===== src/design/bsc_pkg.sv =====
package bsc_pkg;

  localparam logic [7:0] PAD_CHAR = 8'h3D;
  localparam logic       MODE_ENC = 1'b0;
  localparam logic       MODE_DEC = 1'b1;

  typedef struct packed {
    logic [7:0] in_byte;
    logic       in_last;
  } in_item_t;

  typedef struct packed {
    logic [7:0] out_byte;
    logic       out_last;
    logic       out_error;
  } out_item_t;

  // results caused by one input word: up to four bytes, last/error shared
  typedef struct packed {
    logic [3:0][7:0] bytes;
    logic [2:0]      cnt;
    logic            last;
    logic            err;
  } grp_t;

  function automatic logic [7:0] enc_char(input logic [5:0] v);
    logic [7:0] r;
    if (v < 6'd26)      r = 8'h41 + {2'b00, v};
    else if (v < 6'd52) r = 8'h61 + {2'b00, v - 6'd26};
    else if (v < 6'd62) r = 8'h30 + {2'b00, v - 6'd52};
    else if (v == 6'd62) r = 8'h2B;
    else                r = 8'h2F;
    return r;
  endfunction

  // {valid, sextet}
  function automatic logic [6:0] dec_sextet(input logic [7:0] ch);
    logic [6:0] r;
    r = 7'd0;
    if (ch >= 8'h41 && ch <= 8'h5A)      r = {1'b1, 6'(ch - 8'h41)};
    else if (ch >= 8'h61 && ch <= 8'h7A) r = {1'b1, 6'(ch - 8'h61 + 8'd26)};
    else if (ch >= 8'h30 && ch <= 8'h39) r = {1'b1, 6'(ch - 8'h30 + 8'd52)};
    else if (ch == 8'h2B)                r = {1'b1, 6'd62};
    else if (ch == 8'h2F)                r = {1'b1, 6'd63};
    return r;
  endfunction

endpackage


===== src/design/bsc_core.sv =====
module bsc_core (
  input  logic              clk,
  input  logic              rst_n,
  input  logic              in_valid,
  output logic              in_stall,
  input  bsc_pkg::in_item_t in_data,
  input  logic              cfg_we,
  input  logic              cfg_wdata,
  input  logic              grp_ready,
  output logic              grp_load,
  output bsc_pkg::grp_t     grp
);
  import bsc_pkg::*;

  logic       in_vld_r;
  in_item_t   item_r;
  logic       mode_r;
  logic [1:0] phase_r, phase_nxt;
  logic [17:0] acc_r, acc_nxt;
  logic [1:0] pad_r, pad_nxt;
  logic       err_r, err_nxt;

  assign grp_load = in_vld_r && grp_ready;
  assign in_stall = in_vld_r && !grp_ready;

  always_comb begin
    logic [7:0]  b;
    logic        lst;
    logic [6:0]  dv;
    logic [5:0]  sext;
    logic [23:0] full, shifted;
    logic [2:0]  have, missing, psum;
    b         = item_r.in_byte;
    lst       = item_r.in_last;
    phase_nxt = phase_r;
    acc_nxt   = acc_r;
    pad_nxt   = pad_r;
    err_nxt   = err_r;
    grp       = '0;
    grp.last  = lst;
    dv        = dec_sextet(b);
    sext      = 6'd0;
    full      = '0;
    shifted   = '0;
    have      = {1'b0, phase_r} + 3'd1;
    missing   = 3'd0;
    psum      = 3'd0;
    if (mode_r == MODE_ENC) begin
      case (phase_r)
        2'd0: begin
          grp.bytes[0] = enc_char(b[7:2]);
          if (lst) begin
            grp.bytes[1] = enc_char({b[1:0], 4'b0000});
            grp.bytes[2] = PAD_CHAR;
            grp.bytes[3] = PAD_CHAR;
            grp.cnt      = 3'd4;
            phase_nxt    = 2'd0;
            acc_nxt      = '0;
          end else begin
            grp.cnt   = 3'd1;
            acc_nxt   = {16'd0, b[1:0]};
            phase_nxt = 2'd1;
          end
        end
        2'd1: begin
          grp.bytes[0] = enc_char({acc_r[1:0], b[7:4]});
          if (lst) begin
            grp.bytes[1] = enc_char({b[3:0], 2'b00});
            grp.bytes[2] = PAD_CHAR;
            grp.cnt      = 3'd3;
            phase_nxt    = 2'd0;
            acc_nxt      = '0;
          end else begin
            grp.cnt   = 3'd1;
            acc_nxt   = {14'd0, b[3:0]};
            phase_nxt = 2'd2;
          end
        end
        default: begin
          grp.bytes[0] = enc_char({acc_r[3:0], b[7:6]});
          grp.bytes[1] = enc_char(b[5:0]);
          grp.cnt      = 3'd2;
          phase_nxt    = 2'd0;
          acc_nxt      = '0;
        end
      endcase
      pad_nxt = 2'd0;
      err_nxt = 1'b0;
    end else begin
      if (b == PAD_CHAR) begin
        // pad only counts in the third or fourth place
        if (phase_r >= 2'd2) pad_nxt = pad_r + 2'd1;
        else                 err_nxt = 1'b1;
      end else if (!dv[6]) begin
        err_nxt = 1'b1;
      end else begin
        sext = dv[5:0];
        if (pad_r != 2'd0) err_nxt = 1'b1;
      end
      full = {acc_r, sext};
      if (have < 3'd4 && !lst) begin
        acc_nxt   = full[17:0];
        phase_nxt = have[1:0];
      end else begin
        if (have == 3'd1) begin
          grp.cnt = 3'd1;
          grp.err = 1'b1;
        end else begin
          // missing trailing places act as pads
          missing = 3'd4 - have;
          case (missing)
            3'd1:    shifted = {full[17:0], 6'd0};
            3'd2:    shifted = {full[11:0], 12'd0};
            default: shifted = full;
          endcase
          psum = {1'b0, pad_nxt} + missing;
          grp.cnt      = (psum > 3'd2) ? 3'd1 : 3'd3 - psum;
          grp.bytes[0] = shifted[23:16];
          grp.bytes[1] = shifted[15:8];
          grp.bytes[2] = shifted[7:0];
          grp.err      = err_nxt;
        end
        phase_nxt = 2'd0;
        acc_nxt   = '0;
        pad_nxt   = 2'd0;
        err_nxt   = 1'b0;
      end
    end
  end

  always_ff @(posedge clk) begin
    if (!rst_n) begin
      in_vld_r <= 1'b0;
      mode_r   <= MODE_ENC;
      phase_r  <= 2'd0;
      acc_r    <= '0;
      pad_r    <= 2'd0;
      err_r    <= 1'b0;
    end else begin
      if (in_valid && !in_stall) in_vld_r <= 1'b1;
      else if (grp_load)         in_vld_r <= 1'b0;
      if (cfg_we) begin
        mode_r  <= cfg_wdata;
        phase_r <= 2'd0;
        acc_r   <= '0;
        pad_r   <= 2'd0;
        err_r   <= 1'b0;
      end else if (grp_load) begin
        phase_r <= phase_nxt;
        acc_r   <= acc_nxt;
        pad_r   <= pad_nxt;
        err_r   <= err_nxt;
      end
    end
  end

  always_ff @(posedge clk) begin
    if (in_valid && !in_stall) item_r <= in_data;
  end

endmodule


===== src/design/bsc_emit.sv =====
module bsc_emit (
  input  logic               clk,
  input  logic               rst_n,
  input  logic               grp_load,
  input  bsc_pkg::grp_t      grp,
  output logic               grp_ready,
  output logic               out_valid,
  input  logic               out_stall,
  output bsc_pkg::out_item_t out_data
);
  import bsc_pkg::*;

  grp_t       grp_r;
  logic [2:0] cnt_r;
  logic [1:0] idx_r;
  logic       take;

  assign out_valid = (cnt_r != 3'd0);
  assign take      = out_valid && !out_stall;
  // free once the final word of the held group leaves
  assign grp_ready = (cnt_r == 3'd0) || (cnt_r == 3'd1 && !out_stall);

  assign out_data.out_byte  = grp_r.bytes[idx_r];
  assign out_data.out_last  = grp_r.last && (cnt_r == 3'd1);
  assign out_data.out_error = grp_r.err;

  always_ff @(posedge clk) begin
    if (!rst_n) begin
      cnt_r <= 3'd0;
      idx_r <= 2'd0;
    end else if (grp_load) begin
      cnt_r <= grp.cnt;
      idx_r <= 2'd0;
    end else if (take) begin
      cnt_r <= cnt_r - 3'd1;
      idx_r <= idx_r + 2'd1;
    end
  end

  always_ff @(posedge clk) begin
    if (grp_load) grp_r <= grp;
  end

  a_cnt_range: assert property (@(posedge clk) disable iff (!rst_n)
    cnt_r <= 3'd4)
    else $error("result count out of range");

  a_idx_fits: assert property (@(posedge clk) disable iff (!rst_n)
    ({1'b0, idx_r} + {1'b0, cnt_r}) <= 4'd4)
    else $error("result index runs past group");

  a_no_overrun: assert property (@(posedge clk) disable iff (!rst_n)
    grp_load |-> (cnt_r == 3'd0 || (cnt_r == 3'd1 && !out_stall)))
    else $error("group loaded over pending results");

  a_load_count: assert property (@(posedge clk) disable iff (!rst_n)
    grp_load |=> (cnt_r == $past(grp.cnt) && idx_r == 2'd0))
    else $error("group count not taken on load");

endmodule


===== src/design/base64_stream_codec.sv =====
// Base64 (standard alphabet, '=' padding) stream codec. cfg_wdata selects
// encode (0) or decode (1); a write also restarts the current group. Encode
// takes one byte per word and returns one character per word, two on the
// third byte of a group, plus the closing character and '=' pads when the
// word marked last ends a short group. Decode takes one character per word
// and returns up to three bytes when a group of four ends or the message
// ends; invalid characters and misplaced pads decode as zero, and these and
// characters after a pad flag out_error on every byte of that group. An
// input word is taken into an input register, converted combinationally
// and its results loaded into an output group register. The input side
// takes a word every cycle as long as each word yields at most one result
// and the output does not stall; a word yielding several results holds the
// group register until all have left, as the result port moves at most one
// word per cycle. Encoding so holds up the input after every third byte.
module base64_stream_codec (
  input  logic               clk,
  input  logic               rst_n,
  input  logic               in_valid,
  output logic               in_stall,
  input  bsc_pkg::in_item_t  in_data,
  output logic               out_valid,
  input  logic               out_stall,
  output bsc_pkg::out_item_t out_data,
  input  logic               cfg_we,
  input  logic               cfg_wdata
);
  import bsc_pkg::*;

  grp_t grp;
  logic grp_load;
  logic grp_ready;

  bsc_core u_core (
    .clk       (clk),
    .rst_n     (rst_n),
    .in_valid  (in_valid),
    .in_stall  (in_stall),
    .in_data   (in_data),
    .cfg_we    (cfg_we),
    .cfg_wdata (cfg_wdata),
    .grp_ready (grp_ready),
    .grp_load  (grp_load),
    .grp       (grp)
  );

  bsc_emit u_emit (
    .clk       (clk),
    .rst_n     (rst_n),
    .grp_load  (grp_load),
    .grp       (grp),
    .grp_ready (grp_ready),
    .out_valid (out_valid),
    .out_stall (out_stall),
    .out_data  (out_data)
  );

endmodule

===== config.mk =====
export PLATFORM = sky130hd
export DESIGN_NAME = base64_stream_codec
export DESIGN_NICKNAME = d
export VERILOG_FILES = /design/src/design/bsc_pkg.sv /design/src/design/bsc_core.sv /design/src/design/bsc_emit.sv /design/src/design/base64_stream_codec.sv
export SDC_FILE = /design/constraint.sdc
export NUM_CORES = 1
export LEC_CHECK = 0
export ABC_AREA = 1
export BUFFER_PORTS_ARGS = -buffer_cell sky130_fd_sc_hd__buf_2
export CAP_MARGIN = 10
export CELL_PAD_IN_SITES_DETAIL_PLACEMENT = 0
export CELL_PAD_IN_SITES_GLOBAL_PLACEMENT = 2
export CORE_MARGIN = 5
export CORE_UTILIZATION = 33
export DETAILED_ROUTE_END_ITERATION = 8
export GPL_TIMING_DRIVEN = 0
export PLACE_DENSITY = 0.75
export SLEW_MARGIN = 15
export SYNTH_ARGS = -nofsm -noshare
export SYNTH_HDL_FRONTEND = slang
export SYNTH_SLANG_ARGS = --single-unit

===== constraint.sdc =====
create_clock -name clk -period 2.8 [get_ports clk]
set_input_delay 0.28 -clock clk [delete_from_list [all_inputs] [get_ports clk]]
set_output_delay 0.28 -clock clk [all_outputs]
set_load 0.03 [all_outputs]

Yosys cells after proc, flatten, opt, wreduce, memory -nomap -nowiden
Index checks and enable logic that the tools add are counted.

storage, ports and cells
  bits in registers = 73
  bits in latches = 0
  RAM bits = 0
  bits in read-only memories = 0
  input port bits = 15
  memories = 0

operators by class
  add/subtract/negate cells = 42
  multiply operators = 0
  div/mod/pow operators = 0
  $lt $le $gt $ge = 28
  equal/unequal tests = 12
  shifts and indexed selects = 0
  mux-type cells = 69
  bitwise logic cells = 3
  reduce and logical (&&, ||, !) cells = 25

operators by type and width
  kind                 number
  $mux 8               19
  $add 7x6->8 const A  12
  $lt 6x6->1 const B   12
  $mux 27              2
  $pmux 24 s2          1
  $sub 6x6->6 const B  8
  $add 6x6->7 const A  6
  $pmux 19 s2          1
  $lt 6x5->1 const B   6
  $mux 18              2
  $sub 6x5->6 const B  6
  $mux 7               5
  $mux 3               9
  $eq 6x6->1 const B   4
  $eq 8x6->1 const B   3
  $mux 24              1
  $mux 22              1
  $mux 2               10
  $bmux 8 s2           1
  $ge 8x7->1 const B   2
  $le 8x7->1 const B   2
  $pmux 8 s2           1
  $mux 14              1
  $mux 6               2
  other kinds (31)     62

Depth between registers and ports, before layout
  word-level depth = 13
  mapped depth = 17
  mapped depth without buffers = 16

Hierarchy
Synthesis repeated with hierarchy kept, for this count alone.

second synthesis, totals
  cells, all modules = 962
  area, all modules = 6880.3 um^2

modules (own cells, without submodules)
  module    instances  cells each  area each (um^2)  sequential area each (um^2)
  bsc_core  1          832         5255.0            770.7
  bsc_emit  1          130         1625.3            1121.1

Least setup slack after synthesis
OpenSTA, ideal clock, no wires.

  kind = reg-to-reg
  start = register u_core.item_r[2] (netlist name)
  end = register u_emit.cnt_r[0]
  setup time = 116 ps
  arrival time = 2860 ps
  required time = 2684 ps
  path slack = -176 ps
  cell stages (with the launch flop) = 17
  buffers on the path = 0
  period minus slack after synthesis = 2976 ps
  path through = edfxtp_1 -> inv_1 -> ha_1 -> inv_1 -> nor3_4 -> nand2_2 -> xor2_1 -> ha_1 -> inv_1 -> fa_1 -> nand2_1 -> nor2_1 -> o21ai_0 -> nand2_1 -> o21ai_0 -> o211ai_1 -> inv_1

on the way
  word-level cells in the longest chain between the ends = 10
  elaborated cells between the ends (all ways) = 11
  classes of those cells = add/sub (2); order compare (1); eq/ne (1); mux (7)

ends and longest elaborated chain
  element                                           line             RTL
  start: declaration                                bsc_core.sv:16   in_item_t item_r;
  start signal: assignment                          bsc_core.sv:158  if (in_valid && !in_stall) item_r <= in_data;
  $eq 8x6->1 *                                      bsc_core.sv:90   if (b == PAD_CHAR) begin
  $mux 2 *                                          bsc_core.sv:90
  $mux 2 *                                          bsc_core.sv:48   if (mode_r == MODE_ENC) begin
  $add 2x3->3 *                                     bsc_core.sv:116  psum = {1'b0, pad_nxt} + missing;
  $sub 2x3->3 / $gt 3x2->1 (equally long branches)  bsc_core.sv:117  grp.cnt = (psum > 3'd2) ? 3'd1 : 3'd3 - psum;
  $mux 3 *                                          bsc_core.sv:117
  $mux 3 *                                          bsc_core.sv:105  if (have == 3'd1) begin
  $mux 27 *                                         bsc_core.sv:101  if (have < 3'd4 && !lst) begin
  $mux 27 *                                         bsc_core.sv:48
  $mux 3 *                                          bsc_emit.sv:31   end else if (grp_load) begin
  end signal: assignment                            bsc_emit.sv:32   cnt_r <= grp.cnt;
  end signal: assignment                            bsc_emit.sv:35   cnt_r <= cnt_r - 3'd1;
  end: declaration                                  bsc_emit.sv:14   logic [2:0] cnt_r;

Every way passes the cells marked *; elsewhere a longest branch is shown, timed or not. The select of a mux whose other input is x is not followed.
A chain may end at the register's enable or synchronous reset.

Worst setup path in the final report
  start = register u_core.item_r[8] (netlist name)
  end = register u_emit.cnt_r[0]

The elaborated chain is that of the path after synthesis.

==> results.yml <==
status:
  status: "finished clean"
sta:
  final-max-slew-violation-count: 0
  rsz0062_at_grt: "true"
  min_period_over_period_pct: 98.0
  hold_viol_final: 0
  relSlewSlack_pct: 47.3
  period_minus_slack_ns: 2.74
  finalSetupTns_ns: 0
  fin_skew_ns: 0.0124
  setup_violations: 0
  hold_slack_ns: 0.0994
  max_freq_mhz: 365
  tightest_slew_ns: 0.790
  fin_ws_ns: 0.0565
drt:
  routed_wl_mm: 23.9
  drtIter0Drc: 403
  wl_per_cell_microns: 18.7
  via_per_inst: 5.01
  drc: 0
  postRouteAntennaNets: 0
  first_pass_iters: 5
  vias: 6382
logic_synthesis:
  yosysTopAreaCellShare_pct: 16.5
  synth_fp_nets: 1005
  syn_area_per_cell_sq_um: 7.01
  synthTopCellsByArea: "edfxtp_1 (17%), nand2_1 (14%), ha_1 (11%), dfxtp_1 (9.2%), nand3_1 (6.0%)"
  ys_ff_latch: 66
  syn_area_sq_um: 6550
  synth-edff-count: 36
  async_reset_ff_share_pct: 0
  synthCells: 934
  ys_seq_area_share_pct: 25.7
  yosys.area.top_type: "edfxtp_1"
  synth_warnings: 0
  synth_cell_types: 50
  synth_flop_cell: "edfxtp_1"
place:
  place_ws_ns: -0.792
  hpwl_mm: 18.0
  placed_area_sq_um: 7050
  gp_congestion: 0.868
  dpl.cell_count: 1225
  port_buffers: 26
floorplan:
  core-area_sq_um: 19500
  die_area_sq_um: 22800
  start_util_pct: 33.6
  die_h_microns: 151
  die_w_microns: 151
  placementRows: 51
  io_pins: 27
grt:
  antenna_found_initial: 0
  grt_max_degree: 37
  grt_pass1_vias: 6188
  grt_overflow: 0
  grt_pass1_wl_mm: 36.8
  grt_use_total_pct: 21.4
setup_path:
  endpoint_kind: "flop"
  critical_path_arrival_ns: 2.98
  critical_path.max_fanout: 5
  path_class: "reg -> reg"
  start_kind: "flop"
  critPathRequiredTime_ns: 3.04
cells_and_area:
  syn_to_final_growth_pct: 18.3
  finalInstanceArea_sq_um: 7750
  fin_cells: 1275
  fin_nets: 1076
  diodes: 0
  drive_gt1_share_pct: 20.9
  n_fill_cell: 2152
clock_tree:
  cts_sinks: 66
  htreeDepth: 3
  path_clk_slew_ns: 0.06
  cts_buffers: 9
  insertion_delay_ns: 0.35
  cts_tree: "built"
  clockBufferDepth: 2
  cts_root_buffer: "clkbuf_16"
power_and_ir_drop:
  p_int_w: 0.00281
  p_sw_share_pct: 45.1
  pwr-share-clk_pct: 24.8
  power.switching_w: 0.00231
  power_leakage_nw: 3.27
  sequentialPowerShare_pct: 25.6
  comb_power_share_pct: 49.7
  vdd_drop_max_uv: 319
  pwr_density_cell_nw_per_um2: 660
job:
  cap_violations: 0
worst_hold_path:
  holdCritPathClass: "in -> reg"
==> worst max-delay path: stages, from the launching register on <==
cell and delay, ns:
edfxtp_1 0.43, buf_12 0.17, clkinv_16 0.05, ha_4 0.14
nand2_4 0.07, nor3_4 0.12, buf_6 0.15, nand2_4 0.06
xor2_2 0.15, ha_2 0.19, inv_2 0.03, fa_1 0.48
nand2_2 0.08, nor2_4 0.09, o21ai_2 0.06, nand2_1 0.07
o21ai_1 0.06, o211ai_1 0.17, inv_1 0.05
==> cell type report <==
type	instances	area, sq um	share of cell area (%)
repair inverters	1	5.00	0.0646
flip-flops and latches	66	1680	21.7
well taps	265	332	4.28
plain buffers	37	268	3.46
clock inverters	6	90.1	1.16
clock buffers	10	229	2.96
multi-input cells	727	4310	55.7
repair buffers	59	382	4.93
inverters	104	447	5.77
==> path summary, 6_finish.rpt <==
check | to | cells after the start | slack [ns] | start
worst min-delay path | u_core.item_r[2] | 1 | 0.1 | in_data[2]
worst max register to register | u_emit.cnt_r[0] | 18 | 0.06 | u_core.item_r[8]
worst max-delay path | u_emit.cnt_r[0] | 18 | 0.06 | u_core.item_r[8]
worst min register to register | u_core.pad_r[0] | 2 | 0.46 | u_core.pad_r[0]
==> Yosys cell counts (2+ instances only) <==
master and number:
nand2_4 3, o211ai_1 17, dfxtp_1 30, o22ai_1 5, inv_2 14, a21oi_1 71
a221oi_1 4, o21ai_1 8, nand2_1 242, o21ai_2 3, and3_1 2, clkinv_1 3
buf_6 7, nand3_1 79, nor2_2 6, nor3_4 2, buf_4 10, inv_1 82
clkbuf_1 6, nand4_1 21, o21bai_1 2, a31oi_1 6, nor4_1 2, xor2_1 28
nand3_2 10, nor2_4 7, buf_2 14, ha_1 55, nor3_1 6, nand2_2 19
clkinv_2 2, nand3b_1 2, xnor2_1 7, or2_2 4, a22oi_1 3, nor2_1 51
edfxtp_1 36, o21ai_0 50, a21oi_4 2, inv_4 3
==> sequential cells by signal, indices dropped and copies added, names as in the netlist, 2 cells and up <==
| register | flops |
|---|---|
| u_emit.idx_r | 2 |
| u_core.pad_r | 2 |
| u_core.phase_r | 2 |
| u_emit.grp_r | 26 |
| u_emit.cnt_r | 3 |
| u_core.item_r | 8 |
| u_core.acc_r | 18 |
==> layer usage <==
metal	track usage, %	wire length, microns
met5	0	0
met4	5.71	499
met3	2.90	951
met2	33.1	10500
met1	31.3	12000
==> logic make-up after synthesis <==
| kind of cell | count (synthesis) | synth area share (%) |
|---|---|---|
| adder cells (fa/ha/maj) | 56 | 10.8 |
| buffers and inverters | 142 | 9.93 |
| AND/OR/NAND/NOR | 459 | 33.3 |
| AO/OA/AOI/OAI | 175 | 15.4 |
| flip-flops | 66 | 25.7 |
| XOR/XNOR | 36 | 4.93 |
==> timing repair <==
action	4_1_cts	5_1_grt
setup endpoints to repair	28	22
gates resized for setup	14	19
hold buffers	0	0
gates cloned	0	2
pin swaps	5	5
setup buffers	12	21
==> metrics by stage <==
step	utilization, %	total power (W)
final	39.7	0.00512
after global routing	39.7	0.00546
after CTS	38.5	0.00505
after detailed placement	36.1	0.00373
after global placement	36.1	0.00376
after floorplan	-	0.00300
==> power groups by stage <==
stage	Combinational [W]	Sequential [W]	Clock (W)
final	0.00254	0.00131	0.00127
after detailed placement	0.00238	0.00135	0
after floorplan	0.00169	0.00131	0
after global routing	0.00281	0.00133	0.00133
after CTS	0.00245	0.00131	0.00128
after global placement	0.00241	0.00134	0
==> cell usage in the layout (no fill, tap or decap), types with 10 or more instances in the layout <==
cell / n
nand2_1: 240
nand3_1: 79
inv_1: 74
a21oi_1: 71
nor2_1: 50
o21ai_0: 48
ha_1: 48
buf_4: 42
buf_2: 38
edfxtp_1: 36
dfxtp_1: 28
xor2_1: 26
nand4_1: 21
nand2_2: 19
o211ai_1: 17
inv_2: 16
nand3_2: 10
Note: power is estimated with default switching activity, not from simulation.
